File: config.mk
export PLATFORM = sky130hd
export DESIGN_NAME = scc_edge_closure_check_unit
export DESIGN_NICKNAME = d
export VERILOG_FILES = /design/src/rtl/scc_pkg.sv /design/src/rtl/scc_adj.sv /design/src/rtl/scc_search.sv /design/src/rtl/scc_edge_closure_check_unit.sv
export SDC_FILE = /design/constraint.sdc
export NUM_CORES = 2
export LEC_CHECK = 0
export BUFFER_PORTS_ARGS = -buffer_cell sky130_fd_sc_hd__buf_2
export CAP_MARGIN = 20
export CORE_MARGIN = 1
export CORE_UTILIZATION = 55
export CTS_CLUSTER_SIZE = 20
export DETAILED_ROUTE_END_ITERATION = 7
export GPL_TIMING_DRIVEN = 0
export PLACE_DENSITY = 0.82
export SYNTH_ARGS = -nofsm -noshare
export SYNTH_HDL_FRONTEND = slang
export SYNTH_SLANG_ARGS = --single-unit
File: constraint.sdc
create_clock -name clk_i -period 6.15 [get_ports clk_i]
set_input_delay 0.3075 -clock clk_i [delete_from_list [all_inputs] [get_ports clk_i]]
set_output_delay 0.3075 -clock clk_i [all_outputs]
set_load 0.03 [all_outputs]
File: src/rtl/scc_pkg.sv
package scc_pkg;

  // Vertex capacity and field widths
  localparam int unsigned NumVert = 32;
  localparam int unsigned VertW   = 5;
  localparam int unsigned CntW    = 6;

  typedef logic [VertW-1:0]   vert_t;
  typedef logic [CntW-1:0]    cnt_t;
  typedef logic [NumVert-1:0] row_t;

  // Register map: register index is byte address bit 2
  localparam logic RegVertexCount   = 1'b0;
  localparam cnt_t VertexCountReset = cnt_t'(32);

  // Edge write request into the adjacency memory
  typedef struct packed {
    logic  valid;
    vert_t row;
    vert_t col;
  } edge_req_t;

  // Row read request from the search engine
  typedef struct packed {
    logic  en;
    vert_t addr;
  } rd_req_t;

  // Search engine status
  typedef struct packed {
    logic busy;
    logic done;
    logic closed;
  } srch_stat_t;

endpackage

File: src/rtl/scc_adj.sv
module scc_adj import scc_pkg::*; (
  input  logic      clk_i,
  input  logic      rst_ni,
  input  logic      clr_i,
  input  edge_req_t edge_i,
  input  rd_req_t   rd_i,
  output row_t      row_o
);

  row_t      mem_q [NumVert];
  row_t      rdata_q;
  row_t      row_vld_q;
  logic      rv_q;
  logic      hit_q;
  edge_req_t pend_q;
  logic      fwd_vld_q;
  vert_t     fwd_row_q;
  row_t      fwd_data_q;
  vert_t     raddr;
  row_t      base;
  row_t      merged;

  // Edge loads take the read port ahead of the search
  assign raddr = edge_i.valid ? edge_i.row : rd_i.addr;

  // Take the row written in the read cycle; rows never written since the
  // last clear read as zero
  assign row_o = hit_q ? fwd_data_q : (rv_q ? rdata_q : '0);

  // Forward the row written last cycle, its read saw the old value
  assign base   = (fwd_vld_q && (fwd_row_q == pend_q.row)) ? fwd_data_q : row_o;
  assign merged = base | (row_t'(1) << pend_q.col);

  // Memory read and write-back
  always_ff @(posedge clk_i) begin
    if (edge_i.valid || rd_i.en) begin
      rdata_q <= mem_q[raddr];
    end
    if (pend_q.valid) begin
      mem_q[pend_q.row] <= merged;
    end
    fwd_row_q  <= pend_q.row;
    fwd_data_q <= merged;
  end

  // Row valid bits and pending write stage
  always_ff @(posedge clk_i or negedge rst_ni) begin
    if (!rst_ni) begin
      row_vld_q <= '0;
      rv_q      <= 1'b0;
      hit_q     <= 1'b0;
      pend_q    <= '0;
      fwd_vld_q <= 1'b0;
    end else begin
      pend_q    <= edge_i;
      fwd_vld_q <= pend_q.valid;
      if (edge_i.valid || rd_i.en) begin
        rv_q  <= row_vld_q[raddr];
        hit_q <= pend_q.valid && (pend_q.row == raddr);
      end
      if (clr_i) begin
        row_vld_q <= '0;
      end else if (pend_q.valid) begin
        row_vld_q[pend_q.row] <= 1'b1;
      end
    end
  end

endmodule

File: src/rtl/scc_search.sv
module scc_search import scc_pkg::*; (
  input  logic       clk_i,
  input  logic       rst_ni,
  input  logic       start_i,
  input  cnt_t       n_i,
  input  row_t       row_i,
  output rd_req_t    rd_o,
  output srch_stat_t stat_o
);

  typedef enum logic [8:0] {
    S_IDLE = 9'b000000001,
    S_ROOT = 9'b000000010,
    S_LOAD = 9'b000000100,
    S_SCAN = 9'b000001000,
    S_ORD  = 9'b000010000,
    S_FIN  = 9'b000100000,
    S_POP  = 9'b001000000,
    S_RET  = 9'b010000000,
    S_DONE = 9'b100000000
  } state_e;

  typedef struct packed {
    vert_t v;
    cnt_t  nxt;
    cnt_t  low;
    cnt_t  ord;
  } call_t;

  state_e state_q;
  cnt_t   r_q;
  cnt_t   ocnt_q;
  row_t   vis_q;
  row_t   onstk_q;
  cnt_t   vsp_q;
  cnt_t   csp_q;
  logic   closed_q;
  vert_t  vstk_q [NumVert];
  call_t  cstk_q [NumVert];
  cnt_t   omem_q [NumVert];
  cnt_t   ord_rd_q;
  call_t  cur_q;
  row_t   row_q;

  cnt_t   nxt;
  vert_t  nv;
  cnt_t   vsp_m1;
  cnt_t   csp_m1;
  cnt_t   csp_m2;
  vert_t  top_w;
  call_t  parent;
  logic   push_en;
  vert_t  push_v;
  logic   nxt_in;

  assign nxt    = cur_q.nxt;
  assign nv     = nxt[VertW-1:0];
  assign nxt_in = nxt < n_i;
  assign vsp_m1 = vsp_q - cnt_t'(1);
  assign csp_m1 = csp_q - cnt_t'(1);
  assign csp_m2 = csp_q - cnt_t'(2);
  assign top_w  = vstk_q[vsp_m1[VertW-1:0]];
  assign parent = cstk_q[csp_m2[VertW-1:0]];

  // Decode vertex pushes and row reads
  always_comb begin
    push_en = 1'b0;
    push_v  = '0;
    rd_o    = '0;
    case (state_q)
      S_ROOT: begin
        if ((r_q < n_i) && !vis_q[r_q[VertW-1:0]]) begin
          push_en = 1'b1;
          push_v  = r_q[VertW-1:0];
        end
      end
      S_SCAN: begin
        if (nxt_in && row_q[nv] && !vis_q[nv]) begin
          push_en = 1'b1;
          push_v  = nv;
        end
      end
      S_RET: begin
        if (csp_q > cnt_t'(1)) begin
          rd_o.en   = 1'b1;
          rd_o.addr = parent.v;
        end
      end
      default: ;
    endcase
    if (push_en) begin
      rd_o.en   = 1'b1;
      rd_o.addr = push_v;
    end
  end

  assign stat_o.busy   = (state_q != S_IDLE);
  assign stat_o.done   = (state_q == S_DONE);
  assign stat_o.closed = closed_q;

  // Control sequencer
  always_ff @(posedge clk_i or negedge rst_ni) begin
    if (!rst_ni) begin
      state_q  <= S_IDLE;
      r_q      <= '0;
      ocnt_q   <= '0;
      vis_q    <= '0;
      onstk_q  <= '0;
      vsp_q    <= '0;
      csp_q    <= '0;
      closed_q <= 1'b1;
    end else begin
      if (push_en) begin
        vis_q[push_v]   <= 1'b1;
        onstk_q[push_v] <= 1'b1;
        vsp_q           <= vsp_q + cnt_t'(1);
        csp_q           <= csp_q + cnt_t'(1);
        ocnt_q          <= ocnt_q + cnt_t'(1);
      end
      case (state_q)
        S_IDLE: begin
          if (start_i) begin
            vis_q    <= '0;
            onstk_q  <= '0;
            vsp_q    <= '0;
            csp_q    <= '0;
            ocnt_q   <= '0;
            r_q      <= '0;
            closed_q <= 1'b1;
            state_q  <= S_ROOT;
          end
        end
        S_ROOT: begin
          if (r_q >= n_i) begin
            state_q <= S_DONE;
          end else begin
            r_q <= r_q + cnt_t'(1);
            if (push_en) begin
              state_q <= S_LOAD;
            end
          end
        end
        S_LOAD: state_q <= S_SCAN;
        S_SCAN: begin
          if (!nxt_in) begin
            state_q <= S_FIN;
          end else if (row_q[nv]) begin
            if (!vis_q[nv]) begin
              state_q <= S_LOAD;
            end else if (onstk_q[nv]) begin
              state_q <= S_ORD;
            end else begin
              // edge into a finished component
              closed_q <= 1'b0;
            end
          end
        end
        S_ORD: state_q <= S_SCAN;
        S_FIN: begin
          if (cur_q.low == cur_q.ord) begin
            // tree edge from the parent leaves this component
            if (csp_q > cnt_t'(1)) begin
              closed_q <= 1'b0;
            end
            state_q <= S_POP;
          end else begin
            state_q <= S_RET;
          end
        end
        S_POP: begin
          onstk_q[top_w] <= 1'b0;
          vsp_q          <= vsp_m1;
          if (top_w == cur_q.v) begin
            state_q <= S_RET;
          end
        end
        S_RET: begin
          csp_q   <= csp_m1;
          state_q <= (csp_q == cnt_t'(1)) ? S_ROOT : S_LOAD;
        end
        S_DONE: state_q <= S_IDLE;
        default: state_q <= S_IDLE;
      endcase
    end
  end

  // Stacks, visit order memory and current frame
  always_ff @(posedge clk_i) begin
    if (state_q == S_SCAN) begin
      ord_rd_q <= omem_q[nv];
    end
    if (state_q == S_LOAD) begin
      row_q <= row_i;
    end
    if (push_en) begin
      vstk_q[vsp_q[VertW-1:0]] <= push_v;
      omem_q[push_v]           <= ocnt_q;
      if (csp_q != '0) begin
        cstk_q[csp_m1[VertW-1:0]] <= '{v: cur_q.v, nxt: nxt + cnt_t'(1),
                                       low: cur_q.low, ord: cur_q.ord};
      end
      cur_q <= '{v: push_v, nxt: '0, low: ocnt_q, ord: ocnt_q};
    end else if ((state_q == S_SCAN) && nxt_in) begin
      cur_q.nxt <= nxt + cnt_t'(1);
    end else if (state_q == S_ORD) begin
      if (ord_rd_q < cur_q.low) begin
        cur_q.low <= ord_rd_q;
      end
    end else if ((state_q == S_RET) && (csp_q > cnt_t'(1))) begin
      cur_q <= '{v: parent.v, nxt: parent.nxt,
                 low: (cur_q.low < parent.low) ? cur_q.low : parent.low,
                 ord: parent.ord};
    end
  end

endmodule

File: src/rtl/scc_edge_closure_check_unit.sv
// Channel   Handshake              Payload
// request   start_i / busy_o       from_vertex_i, to_vertex_i, edge_valid_i, last_i
// result    done_o (1-cycle)       closed_components_o, range_error_o
// config    APB psel/penable       paddr, pwdata, prdata (vertex_count at 0x0)
//
// Edges load one per cycle while busy_o is low; a row write waits in the pending
// stage before it lands and is forwarded to any read of that row in the same cycle.
// A last request starts the component search, busy_o high until done_o: per
// vertex a row load, n+1 column scans, one extra per edge into the open stack,
// finish, pop, return and a parent reload.
// Reset and each result clear the matrix through row valid bits at once;
// the receiver cannot stall, done_o is shown for exactly one cycle.
module scc_edge_closure_check_unit import scc_pkg::*; (
  input  logic        clk_i,
  input  logic        rst_ni,
  input  logic        start_i,
  output logic        busy_o,
  input  logic [4:0]  from_vertex_i,
  input  logic [4:0]  to_vertex_i,
  input  logic        edge_valid_i,
  input  logic        last_i,
  output logic        done_o,
  output logic        closed_components_o,
  output logic        range_error_o,
  input  logic        psel,
  input  logic        penable,
  input  logic        pwrite,
  input  logic [2:0]  paddr,
  input  logic [31:0] pwdata,
  output logic [31:0] prdata,
  output logic        pready
);

  cnt_t       vcount_q;
  cnt_t       n_eff;
  logic       err_q;
  logic       accept;
  logic       in_range;
  edge_req_t  edge_req;
  rd_req_t    rd_req;
  row_t       row;
  srch_stat_t stat;

  // Register port
  assign pready = 1'b1;
  assign prdata = (paddr[2] == RegVertexCount) ? {26'd0, vcount_q} : 32'd0;

  always_ff @(posedge clk_i or negedge rst_ni) begin
    if (!rst_ni) begin
      vcount_q <= VertexCountReset;
    end else if (psel && penable && pwrite && pready && (paddr[2] == RegVertexCount)) begin
      vcount_q <= pwdata[CntW-1:0];
    end
  end

  // Saturate the count at the vertex capacity
  assign n_eff = (vcount_q > cnt_t'(NumVert)) ? cnt_t'(NumVert) : vcount_q;

  assign busy_o   = stat.busy;
  assign accept   = start_i && !busy_o;
  assign in_range = ({1'b0, from_vertex_i} < n_eff) && ({1'b0, to_vertex_i} < n_eff);

  assign edge_req.valid = accept && edge_valid_i && in_range;
  assign edge_req.row   = from_vertex_i;
  assign edge_req.col   = to_vertex_i;

  // Track out-of-range edges for the current graph
  always_ff @(posedge clk_i or negedge rst_ni) begin
    if (!rst_ni) begin
      err_q <= 1'b0;
    end else if (stat.done) begin
      err_q <= 1'b0;
    end else if (accept && edge_valid_i && !in_range) begin
      err_q <= 1'b1;
    end
  end

  scc_adj u_adj (
    .clk_i  (clk_i),
    .rst_ni (rst_ni),
    .clr_i  (stat.done),
    .edge_i (edge_req),
    .rd_i   (rd_req),
    .row_o  (row)
  );

  scc_search u_search (
    .clk_i   (clk_i),
    .rst_ni  (rst_ni),
    .start_i (accept && last_i),
    .n_i     (n_eff),
    .row_i   (row),
    .rd_o    (rd_req),
    .stat_o  (stat)
  );

  assign done_o              = stat.done;
  assign closed_components_o = stat.closed;
  assign range_error_o       = err_q;

endmodule

==> reports/metrics.cfg <==
[critical_path]
reg2reg_depth=20
worst-path-max-fanout=10
path_class=reg -> reg
critical-path-slowest-cell=dfrtp_2
crit_arrival_ns=7.24
end_kind=flop
crit_top_cell=buf_4
path_cells=clkbuf_4 > clkbuf_4 > buf_4 > inv_1 > ha_1 > xor2_4 > buf_4 > mux2i_1 > a22oi_1 > o211a_1 > a32oi_1 > o211ai_1 > buf_4 > buf_2 > clkbuf_1 > nand2_1 > nand3_1 > o21ai_0 > o22ai_1 > a211o_1
cp-start-kind=flop
cpPeakStageDelay_ns=0.53
cp.required_ns=6.92

[clocking]
tritoncts=done
clock_latency_ns=0.93
htree_levels=4
clock-sinks=2392
path_clk_slew_ns=0.07
cts_root_buf=clkbuf_16
numCtsBuffers=221
cts_buffer_depth=3

[run_status]
violations=design-rule violations, negative setup slack
outcome=complete, but fails checks

[finish]
finalNetCount=6237
fillers=10970
final_cell_mix=2199 x edfxtp_1, 601 x nand2_1, 369 x mux2i_1
final_core_util_pct=63.70
multi_input_area_mm2=0.02480
drive_gt1_share_pct=19.53
syn_to_final_growth_pct=15.03
regArea_mm2=0.07065
final_area_mm2=0.1107
final_common_cell=edfxtp_1

[die]
die_w_um=420.3
dieArea_mm2=0.1767
coreArea_mm2=0.1738
rows=153
initial_utilization_pct=55.37
ioPinCount=90
die_h_um=420.3

[pwr]
peakVddDrop_mv=0.4010
powerDensity_mw_per_mm2=417.6
power_leakage_nw=36.32

[yosys]
synth-edff-count=2199
ys_warn_count=0
avgSynthCellArea_um2=16.90
synth_async_sr_flop_share_pct=6.271
synth_seq_cells=2392
synth_cell_types=93
syn_area_mm2=0.09625
synth_top_area_cell=edfxtp_1
synth_top_area_share_pct=68.60
netlist_instances=5695
synth_area_leaders=edfxtp_1 69%, mux4_2 8.2%, mux2i_1 3.9%
synth_ff_type=edfxtp_1
seq_area_frac_synth_pct=73.40

[timing]
finalSetupViolations=38
fin_ws_ns=-0.3260
hold_violations=0
relSlewSlack_pct=9.220
period_needed_ns=6.476
fin_hold_ws_ns=0.02735
finalCritPeriodShare_pct=105.3
tightest_slew_ns=1.351
clock-skew-final_ns=0.09297
fmax_mhz=154.4
slew_violations=0

[global_routing]
gr-total-overflow=0
grt_pass1_vias=58800
grt.total_usage_pct=31.44
grt_pass1_wl_mm=397.2
antenna_found_initial=14
grt_max_degree=83

[routing]
wl_mm=287.2
via_per_inst=6.939
route.detailed.drc=45
drtIter0Drc=10890
firstDrtPassIters=8
wl_per_cell_um=33.15
vias=60130
drtAntennaViolNets=0

[min_path]
hold_path_class=in -> async

[placement]
dpl_cell_area_mm2=0.1022
numPortBuffers=34
place.gp.congestion=0.9361
detailed_place_hpwl_mm=171.0

[job]
maxCapViolCount=0

## sequential cells by signal, indices dropped and copies added (netlist names), 9 cells and up
signal,count
u_adj.mem_q,1024
u_search.cstk_q,736
u_search.omem_q,192
u_search.vstk_q,160
u_adj.fwd_data_q,32
u_adj.rdata_q,32
u_adj.row_vld_q,32
u_search.onstk_q,32
u_search.row_q,32
u_search.vis_q,32
u_search.cur_q,17
u_adj.pend_q,11
u_search.state_q,9
## cell families (layout without fill, tap and decap cells)
kind of cell             after synthesis  count (layout)  share of synthesized area [%]
AO/OA/AOI/OAI                        652             652                          4.426
XOR/XNOR                              43              43                         0.3991
adder cells (fa/ha/maj)               47              47                         0.6109
buffers and inverters                356             965                          1.807
flip-flops                          2392            2392                          73.40
multiplexers                         809             809                          13.08
other                                  2              38                       0.007802
AND/OR/NAND/NOR                     1394            1394                          6.272
## power by group
part | switching (mW) | leakage [nW] | internal (mW) | total (mW)
clock network | 6.36 | 3.61 | 7.82 | 14.2
logic | 8.16 | 10.4 | 4.49 | 12.7
registers | 0.420 | 22.4 | 19.0 | 19.4
total | 14.9 | 36.3 | 31.3 | 46.2
## worst paths after layout
check	slack, ns	to	startpoint
worst min register to register	0.38	u_adj.fwd_row_q[3]	u_adj.pend_q[8]
min in group clk_i	0.06	vcount_q[5]	pwrite
worst max register to register	-0.33	u_adj.rdata_q[15]	u_search.csp_q[1]
worst max-delay path	-0.33	u_adj.rdata_q[15]	u_search.csp_q[1]
max in group asynchronous	5.15	vcount_q[5]	rst_ni
worst min-delay path	0.03	u_search.ocnt_q[5]	rst_ni
## cell usage after synthesis (32+ instances only)
master	instances
a211o_1	32
a211oi_1	45
a21oi_1	110
a22o_1	39
a22oi_1	39
a31oi_1	39
buf_1	51
buf_2	46
buf_4	52
clkbuf_1	155
dfrtp_1	147
dfxtp_1	43
edfxtp_1	2199
ha_1	47
mux2_2	85
mux2i_1	372
mux4_2	350
nand2_1	605
nand3_1	234
nor2_1	392
o21ai_0	195
o22a_1	33
o22ai_1	38
## worst max-delay path: cells and delay by family, from the launching register on
kind                     cells  cell delay [ns]
buffers and inverters        8             2.75
AO/OA/AOI/OAI                7             2.12
flip-flops                   1             0.53
adder cells (fa/ha/maj)      1             0.39
AND/OR/NAND/NOR              2             0.22
XOR/XNOR                     1             0.21
multiplexers                 1             0.11
## stage by stage
step / setup slack (ns) / total power, mW / TNS, ns / cells
after floorplan: 0.9134 / 26.76 / 0 / 5720
after global placement: -3.889 / 30.23 / -1005.23 / 8079
after detailed placement: -1.886 / 30.94 / -67.06 / 8188
after CTS: 0.009652 / 45.23 / 0 / 8634
after global routing: -0.1955 / 46.99 / -2.174 / 8660
final: -0.3260 / 46.24 / -6.842 / 8665
## area by class of cell
class,instances,share of cell area (%)
flip-flops and latches,2392,63.81
multi-input cells,2972,22.40
clock buffers,303,5.408
repair buffers,197,2.766
well taps,2325,2.627
plain buffers,320,1.513
clock inverters,112,1.331
inverters,33,0.1153
diodes,11,0.02486
## layer usage
layer,global-route usage (%),vias up,wire (um)
met1,38.66,29430,91180
li1,-,23090,-
met2,49.78,6123,134500
met4,18.40,6,20950
met3,9.103,1478,40570
met5,0,-,64
## what timing repair did
action,4_1_cts,5_1_grt
buffers inserted,7,0
hold buffers,25,0
pin swaps,1,0
setup endpoints to repair,128,62
resized for setup,64,31
hold endpoints to repair,173,0
No activity file was read; power rests on OpenSTA's default activity.
